--- config.mk ---
export PLATFORM = sky130hd
export DESIGN_NAME = keyed_event_rate_limiter
export DESIGN_NICKNAME = d
export VERILOG_FILES = /design/src/rtl/kerl_pkg.sv /design/src/rtl/kerl_dp.sv /design/src/rtl/kerl_ctrl.sv /design/src/rtl/keyed_event_rate_limiter.sv
export SDC_FILE = /design/constraint.sdc
export NUM_CORES = 1
export LEC_CHECK = 0
export BUFFER_PORTS_ARGS = -buffer_cell sky130_fd_sc_hd__buf_2
export CORE_ASPECT_RATIO = 0.7
export CORE_MARGIN = 2
export CORE_UTILIZATION = 53
export DETAILED_ROUTE_END_ITERATION = 6
export GPL_ROUTABILITY_DRIVEN = 0
export PLACE_DENSITY = 0.78
export SLEW_MARGIN = 20
export SYNTH_ARGS = -nofsm -noshare
export SYNTH_HDL_FRONTEND = slang
export SYNTH_HIERARCHICAL = 1
export SYNTH_SLANG_ARGS = --single-unit
export TNS_END_PERCENT = 20
--- constraint.sdc ---
create_clock -name i_clk -period 8.3 [get_ports i_clk]
set_input_delay 1.245 -clock i_clk [delete_from_list [all_inputs] [get_ports i_clk]]
set_output_delay 1.245 -clock i_clk [all_outputs]
set_load 0.05 [all_outputs]
--- src/rtl/kerl_pkg.sv ---
package kerl_pkg;

    // Table geometry.
    localparam int NUM_SLOTS = 8;
    localparam int SLOT_W    = (NUM_SLOTS > 1) ? $clog2(NUM_SLOTS) : 1;

    // Field widths.
    localparam int ADDR_W    = 48;
    localparam int SUBTYPE_W = 8;
    localparam int TICK_W    = 32;
    localparam int VERDICT_W = 2;

    // Window length after reset, in ticks.
    localparam logic [TICK_W-1:0] WINDOW_RESET = TICK_W'(100);

    // Verdict codes.
    typedef enum logic [VERDICT_W-1:0] {
        VERDICT_ALLOW    = 2'd0,
        VERDICT_SUPPRESS = 2'd1,
        VERDICT_FULL     = 2'd2
    } t_verdict;

    // Commands from the controller to the datapath.
    typedef struct packed {
        logic     load;      // capture a new request and restart the scan
        logic     step;      // note free or expired slot, advance the index
        logic     renew;     // write the current tick into the matching slot
        logic     claim;     // store the key in the chosen free or expired slot
        logic     out_load;  // load the output register
        t_verdict verdict;   // verdict for the output register
    } t_kerl_cmd;

    // Status from the datapath to the controller.
    typedef struct packed {
        logic hit;           // slot under scan is used and holds the key
        logic in_window;     // elapsed time of the slot under scan is below the window
        logic last;          // slot under scan is the last one
        logic have_free;     // a free slot was seen during the scan
        logic have_expired;  // an expired slot was seen during the scan
    } t_kerl_status;

endpackage

--- src/rtl/kerl_dp.sv ---
module kerl_dp
    import kerl_pkg::*;
(
    input  logic                 i_clk,
    input  logic                 i_rst_n,
    input  logic                 i_cfg_we,
    input  logic [TICK_W-1:0]    i_cfg_wdata,
    input  logic [ADDR_W-1:0]    i_dest_address,
    input  logic [SUBTYPE_W-1:0] i_frame_subtype,
    input  logic [TICK_W-1:0]    i_current_tick,
    input  t_kerl_cmd            i_cmd,
    output t_kerl_status         o_status,
    output logic [VERDICT_W-1:0] o_verdict
);

    // Slot table. Key and tick entries are only meaningful while the valid bit is set.
    logic [ADDR_W-1:0]    r_key_addr [NUM_SLOTS];
    logic [SUBTYPE_W-1:0] r_key_sub  [NUM_SLOTS];
    logic [TICK_W-1:0]    r_last_tick[NUM_SLOTS];
    logic [NUM_SLOTS-1:0] r_valid;

    // Configuration and captured request.
    logic [TICK_W-1:0]    r_window;
    logic [ADDR_W-1:0]    r_addr;
    logic [SUBTYPE_W-1:0] r_sub;
    logic [TICK_W-1:0]    r_tick;

    // Scan state.
    logic [SLOT_W-1:0]    r_idx;
    logic                 r_have_free;
    logic                 r_have_exp;
    logic [SLOT_W-1:0]    r_free_idx;
    logic [SLOT_W-1:0]    r_exp_idx;
    t_verdict             r_verdict;

    logic [TICK_W-1:0]    elapsed;
    logic                 slot_used;
    logic                 in_window;
    logic [SLOT_W-1:0]    claim_idx;

    // Compare the slot under scan against the captured key.
    always_comb begin
        slot_used = r_valid[r_idx];
        elapsed   = r_tick - r_last_tick[r_idx];
        in_window = (elapsed < r_window);
        claim_idx = r_have_free ? r_free_idx : r_exp_idx;
    end

    assign o_status.hit          = slot_used && (r_key_sub[r_idx] == r_sub)
                                   && (r_key_addr[r_idx] == r_addr);
    assign o_status.in_window    = in_window;
    assign o_status.last         = (r_idx == SLOT_W'(NUM_SLOTS - 1));
    assign o_status.have_free    = r_have_free;
    assign o_status.have_expired = r_have_exp;
    assign o_verdict             = r_verdict;

    // Control registers: window, valid bits and scan tracking.
    always_ff @(posedge i_clk) begin
        if (!i_rst_n) begin
            r_window    <= WINDOW_RESET;
            r_valid     <= '0;
            r_idx       <= '0;
            r_have_free <= 1'b0;
            r_have_exp  <= 1'b0;
        end else begin
            if (i_cfg_we) begin
                r_window <= i_cfg_wdata;
            end
            if (i_cmd.load) begin
                r_idx       <= '0;
                r_have_free <= 1'b0;
                r_have_exp  <= 1'b0;
            end else if (i_cmd.step) begin
                if (!slot_used && !r_have_free) begin
                    r_have_free <= 1'b1;
                end
                if (slot_used && !in_window && !r_have_exp) begin
                    r_have_exp <= 1'b1;
                end
                r_idx <= r_idx + SLOT_W'(1);
            end
            if (i_cmd.claim) begin
                r_valid[claim_idx] <= 1'b1;
            end
        end
    end

    // Payload registers: request capture, slot indexes, table entries and verdict.
    always_ff @(posedge i_clk) begin
        if (i_cmd.load) begin
            r_addr <= i_dest_address;
            r_sub  <= i_frame_subtype;
            r_tick <= i_current_tick;
        end
        if (i_cmd.step) begin
            if (!slot_used && !r_have_free) begin
                r_free_idx <= r_idx;
            end
            if (slot_used && !in_window && !r_have_exp) begin
                r_exp_idx <= r_idx;
            end
        end
        if (i_cmd.renew) begin
            r_last_tick[r_idx] <= r_tick;
        end
        if (i_cmd.claim) begin
            r_key_addr[claim_idx]  <= r_addr;
            r_key_sub[claim_idx]   <= r_sub;
            r_last_tick[claim_idx] <= r_tick;
        end
        if (i_cmd.out_load) begin
            r_verdict <= i_cmd.verdict;
        end
    end

endmodule

--- src/rtl/kerl_ctrl.sv ---
module kerl_ctrl
    import kerl_pkg::*;
(
    input  logic         i_clk,
    input  logic         i_rst_n,
    input  logic         i_in_valid,
    output logic         o_in_ready,
    output logic         o_out_valid,
    input  logic         i_out_ready,
    input  t_kerl_status i_status,
    output t_kerl_cmd    o_cmd
);

    typedef enum logic [1:0] {
        ST_IDLE,
        ST_SCAN,
        ST_RESOLVE,
        ST_DONE
    } t_state;

    t_state   r_state;
    t_state   n_state;
    t_verdict r_code;
    t_verdict n_code;
    logic     r_out_valid;
    logic     n_out_valid;
    logic     out_free;

    assign out_free    = !r_out_valid || i_out_ready;
    assign o_in_ready  = (r_state == ST_IDLE);
    assign o_out_valid = r_out_valid;

    // Next state and commands.
    always_comb begin
        n_state     = r_state;
        n_code      = r_code;
        n_out_valid = r_out_valid && !i_out_ready;
        o_cmd       = '0;
        o_cmd.verdict = r_code;
        unique case (r_state)
            ST_IDLE: begin
                if (i_in_valid) begin
                    o_cmd.load = 1'b1;
                    n_state    = ST_SCAN;
                end
            end
            ST_SCAN: begin
                if (i_status.hit) begin
                    if (i_status.in_window) begin
                        n_code = VERDICT_SUPPRESS;
                    end else begin
                        o_cmd.renew = 1'b1;
                        n_code      = VERDICT_ALLOW;
                    end
                    n_state = ST_DONE;
                end else begin
                    o_cmd.step = 1'b1;
                    if (i_status.last) begin
                        n_state = ST_RESOLVE;
                    end
                end
            end
            ST_RESOLVE: begin
                if (i_status.have_free || i_status.have_expired) begin
                    o_cmd.claim = 1'b1;
                    n_code      = VERDICT_ALLOW;
                end else begin
                    n_code = VERDICT_FULL;
                end
                n_state = ST_DONE;
            end
            ST_DONE: begin
                if (out_free) begin
                    o_cmd.out_load = 1'b1;
                    n_out_valid    = 1'b1;
                    n_state        = ST_IDLE;
                end
            end
            default: begin
                n_state = ST_IDLE;
            end
        endcase
    end

    // State and registered outputs.
    always_ff @(posedge i_clk) begin
        if (!i_rst_n) begin
            r_state     <= ST_IDLE;
            r_code      <= VERDICT_ALLOW;
            r_out_valid <= 1'b0;
        end else begin
            r_state     <= n_state;
            r_code      <= n_code;
            r_out_valid <= n_out_valid;
        end
    end

`ifndef NO_ASSERTIONS
    // A tick is renewed only for a matching slot whose window has run out.
    a_renew_expired: assert property (@(posedge i_clk) disable iff (!i_rst_n)
        o_cmd.renew |-> (i_status.hit && !i_status.in_window))
        else $error("renew without an expired matching slot");

    // A slot is claimed only when the scan found a free or expired one.
    a_claim_found: assert property (@(posedge i_clk) disable iff (!i_rst_n)
        o_cmd.claim |-> (i_status.have_free || i_status.have_expired))
        else $error("claim without a free or expired slot");

    // Loading the output register always presents a result next cycle.
    a_out_shown: assert property (@(posedge i_clk) disable iff (!i_rst_n)
        o_cmd.out_load |=> o_out_valid)
        else $error("loaded result not presented");

    // A new request is never captured while a scan is in progress.
    a_no_load_busy: assert property (@(posedge i_clk) disable iff (!i_rst_n)
        (r_state == ST_SCAN || r_state == ST_RESOLVE) |-> !o_cmd.load)
        else $error("request captured during a scan");
`endif

endmodule

--- src/rtl/keyed_event_rate_limiter.sv ---
// An accepted request is scanned against the table one slot per cycle; a key match
// ends the scan at the matching slot, a miss scans all 8 slots. A new request is
// accepted only once the previous verdict is loaded into the output register.
// The output register lets a new request be accepted while a verdict waits.
// Reset (synchronous, active low) frees all slots at once and sets the window to 100.
module keyed_event_rate_limiter
    import kerl_pkg::*;
(
    input  logic                 i_clk,
    input  logic                 i_rst_n,
    input  logic                 i_cfg_we,
    input  logic [TICK_W-1:0]    i_cfg_wdata,
    input  logic                 i_in_valid,
    output logic                 o_in_ready,
    input  logic [ADDR_W-1:0]    i_dest_address,
    input  logic [SUBTYPE_W-1:0] i_frame_subtype,
    input  logic [TICK_W-1:0]    i_current_tick,
    output logic                 o_out_valid,
    input  logic                 i_out_ready,
    output logic [VERDICT_W-1:0] o_verdict
);

    t_kerl_cmd    cmd;
    t_kerl_status status;

    // Sequencer for the scan and the output handshake.
    kerl_ctrl u_ctrl (
        .i_clk       (i_clk),
        .i_rst_n     (i_rst_n),
        .i_in_valid  (i_in_valid),
        .o_in_ready  (o_in_ready),
        .o_out_valid (o_out_valid),
        .i_out_ready (i_out_ready),
        .i_status    (status),
        .o_cmd       (cmd)
    );

    // Slot table, compare logic and verdict register.
    kerl_dp u_dp (
        .i_clk           (i_clk),
        .i_rst_n         (i_rst_n),
        .i_cfg_we        (i_cfg_we),
        .i_cfg_wdata     (i_cfg_wdata),
        .i_dest_address  (i_dest_address),
        .i_frame_subtype (i_frame_subtype),
        .i_current_tick  (i_current_tick),
        .i_cmd           (cmd),
        .o_status        (status),
        .o_verdict       (o_verdict)
    );

endmodule
==> reports/qor.yml <==
clocking:
  root_buffer: "clkbuf_16"
  cts.clk_slew.worst_paths_ns: 0.06
  ctsResizeCount: 0
  htreeDepth: 3
  clk_latency_ns: 0.63
  cts_tree: "built"
  cts_buffer_depth: 3
  clkSinkCount: 853
  ctsHoldBuffers: 0
  numCtsBuffers: 80
  cts_setup_buffers: 0
sta:
  setup_violations: 0
  max_slew_margin_pct: 30.7
  hold_violations: 0
  period_needed_ns: 6.93
  finClkSkew_ns: 0.0243
  slew_violations: 0
  setup_tns_ns: 0
  fin_crit_sh_pct: 83.5
  worstMarginPinSlew_ns: 1.04
  rsz0062_at_grt: "false"
  fin_ws_ns: 1.37
  fmax_ghz: 0.144
routing:
  finalWirelength_um: 68200
  num_vias: 16800
  antenna_left: 0
  wl_per_cell_um: 24.2
  via_per_inst: 5.96
  drt_iter0_markers: 1496
  first_pass_iters: 5
  drc: 0
critical_path:
  reg2regPathDepth: 18
  path_max_fanout: 39
  path_class: "reg2reg"
  start_kind: "register"
  reg2reg_slack_ns: 1.37
  cpMaxStageDelayCell: "dfxtp_4"
  crit_path_max_incr_delay_ns: 0.85
  critical_path.cell_chain: "mux4_2, mux2i_1, ha_1, nand3_1, a2111oi_0, a211o_1, o31ai_2, o211ai_1, o221ai_1, xnor2_1, ha_1, nand3_1, o21ai_0, a31oi_1, nor2_1, nand2b_1, o22ai_4, buf_4"
  cp.required_ns: 8.62
  worstPathArrival_ns: 7.25
  r2r_end: "u_dp/r_last_tick[5][29]$_DFFE_PP_"
  endpoint_kind: "register"
global_routing:
  grt_overflow: 0
  grt_max_degree: 58
  antenna_found_initial: 2
  first_global_vias: 17300
  grt_first_pass_wirelength_um: 104000
  grt_usage_pct: 20.7
finish:
  nFillCells: 4523
  n_antenna_cell: 0
  finalNonFillerCells: 2820
  mostFrequentLayoutCells: "800 x edfxtp_1, 178 x mux4_2, 128 x buf_2"
  final_common_cell: "edfxtp_1"
  final_layout_size_suffix_gt1_share_pct: 24.4
  synthToLayoutAreaGrowth_pct: 12.6
  final_nets: 2110
placement:
  pre_cts_slack_ns: 1.39
  dp_hpwl_um: 39400
  port_buffers: 128
  place_inst: 2672
worst_hold_path:
  whs_endpoint: "u_dp/r_valid[0]$_SDFFE_PN0P_"
  min_path_cells: 1
  holdCritPathClass: "reg2reg"
  min_from: "u_dp/r_valid[0]$_SDFFE_PN0P_"
logic_synthesis:
  synth-edff-count: 800
  synth_fp_nets: 1934
  ys.flop_type: "edfxtp_1"
  seq_area_frac_synth_pct: 73.0
  synthCells: 1738
  synth_cell_types: 62
  ys_warn_count: 6
  syn-cell-area_mm2: 0.0344
  synthArstFlopShare_pct: 0
  avgSynthCellArea_um2: 19.8
  synth_seq_cells: 853
pwr:
  leakage_nw: 12.4
  p_per_area_mw_per_mm2: 283
  vdd_drop_max_mv: 0.178
outcome:
  status: "finished, final reports clean"
floorplanning:
  die_y_um: 217
  start_util_pct: 53.3
  ios: 129
  core-area_mm2: 0.0644
  dieArea_mm2: 0.0669
  die_x_um: 308
  row_count: 78
flow_run:
  maxCapViolCount: 0
-- worst max-delay path, delay by kind of cell (launching register included) --
kind	cells	cell delay, ns
muxes	2	0.96
AOI/OAI and AO/OA	8	2.90
xor gates and xnor gates	1	0.18
and+or+nand+nor	4	0.75
adders and majority gates	2	0.64
DFF	1	0.85
buffers and inverters	1	0.32
-- power breakdown --
part,leakage [nW],switching (W),internal [W]
clock,1.23,0.00155,0.00199
combinational,3.48,0.00104,0.000930
sequential,7.68,0.000333,0.00509
total,12.4,0.00292,0.00802
-- routing by layer --
metal | track usage [%] | up-vias | share of wire (%)
met5 | 0 | - | 0
met4 | 4.76 | 0 | 1.8
met3 | 3.21 | 93 | 5.5
met2 | 32.9 | 529 | 48
met1 | 30.7 | 8778 | 44
li1 | - | 7408 | -
-- layout make-up --
cell class	instances	area (um^2)	share of cell area, %
sequential	853	25100	64.9
multi-input combinational	775	8940	23.1
clock buffer	108	2190	5.65
tap	840	1050	2.72
timing repair buffer	159	873	2.26
clock inverter	40	367	0.948
inverter	45	169	0.437
-- synthesized netlist by cell type (all sizes together), types with 2 or more instances --
cell type,number,area share (%)
a2111oi,3,0.095
nor4,10,0.20
mux4,178,12
nor3,5,0.073
o41ai,2,0.073
o32ai,2,0.051
nor2,45,0.49
xnor2,58,1.5
nand3,9,0.13
a311oi,2,0.051
o22ai,7,0.13
o21a,14,0.31
o21ai,17,0.25
a21oi,38,0.55
clkbuf,25,0.27
nor2b,41,0.75
and2,3,0.055
edfxtp,800,70
a31oi,4,0.073
xor2,21,0.54
a21o,21,0.46
mux2i,122,3.6
a21boi,3,0.066
and3,5,0.091
a32oi,2,0.051
buf,40,0.74
ha,70,2.5
o21bai,6,0.13
o211ai,8,0.17
inv,45,0.49
and4,2,0.051
a211o,3,0.076
nand2,29,0.32
or2,2,0.036
dfxtp,53,3.1
nand2b,10,0.18
a221oi,2,0.051
nand4,15,0.27
-- worst max path at each step --
stage	start	cells after the start	endpoint
3_5_place_dp	register	22	u_dp/r_last_tick[5][27]$_DFFE_PP_
5_1_grt	register	22	u_dp/r_last_tick[5][24]$_DFFE_PP_
2_1_floorplan	register	27	u_dp/r_last_tick[2][0]$_DFFE_PP_
3_3_place_gp	register	22	u_dp/r_last_tick[5][26]$_DFFE_PP_
6_report	register	18	u_dp/r_last_tick[5][29]$_DFFE_PP_
4_1_cts	register	22	u_dp/r_last_tick[5][24]$_DFFE_PP_
-- metrics by stage --
stage          utilization (%)  instance area (um^2)  total power [W]  hold slack, ns
3_3_place_gp              56.1                 36100          0.00739           0.442
6_report                  60.1                 38700           0.0109           0.465
5_1_grt                   60.1                 38700           0.0114           0.479
3_5_place_dp              56.1                 36100          0.00749           0.454
4_1_cts                   60.1                 38700           0.0110           0.468
2_1_floorplan                -                 34400          0.00694           0.408
-- registers in the layout, summed over array words and instances, names as in the netlist, 8 cells and up, named ones only --
register,cells
u_dp/r_window,32
u_dp/r_sub,8
u_dp/r_valid,8
u_dp/r_key_addr,384
u_dp/r_tick,32
u_dp/r_addr,48
u_dp/r_last_tick,256
u_dp/r_key_sub,64
-- logic make-up (layout without fill, tap and decap cells) --
kind of cell,after synthesis,in the layout,synth area share (%)
multiplexers,301,301,15.3
AND/OR/NAND/NOR,180,180,2.74
buffers and inverters,110,352,1.50
adder cells (fa/ha/maj),71,71,2.61
flip-flops,853,853,73.0
AO/OA/AOI/OAI,144,144,2.87
XOR/XNOR,79,79,2.01
Power figures use the tool's default switching activity.
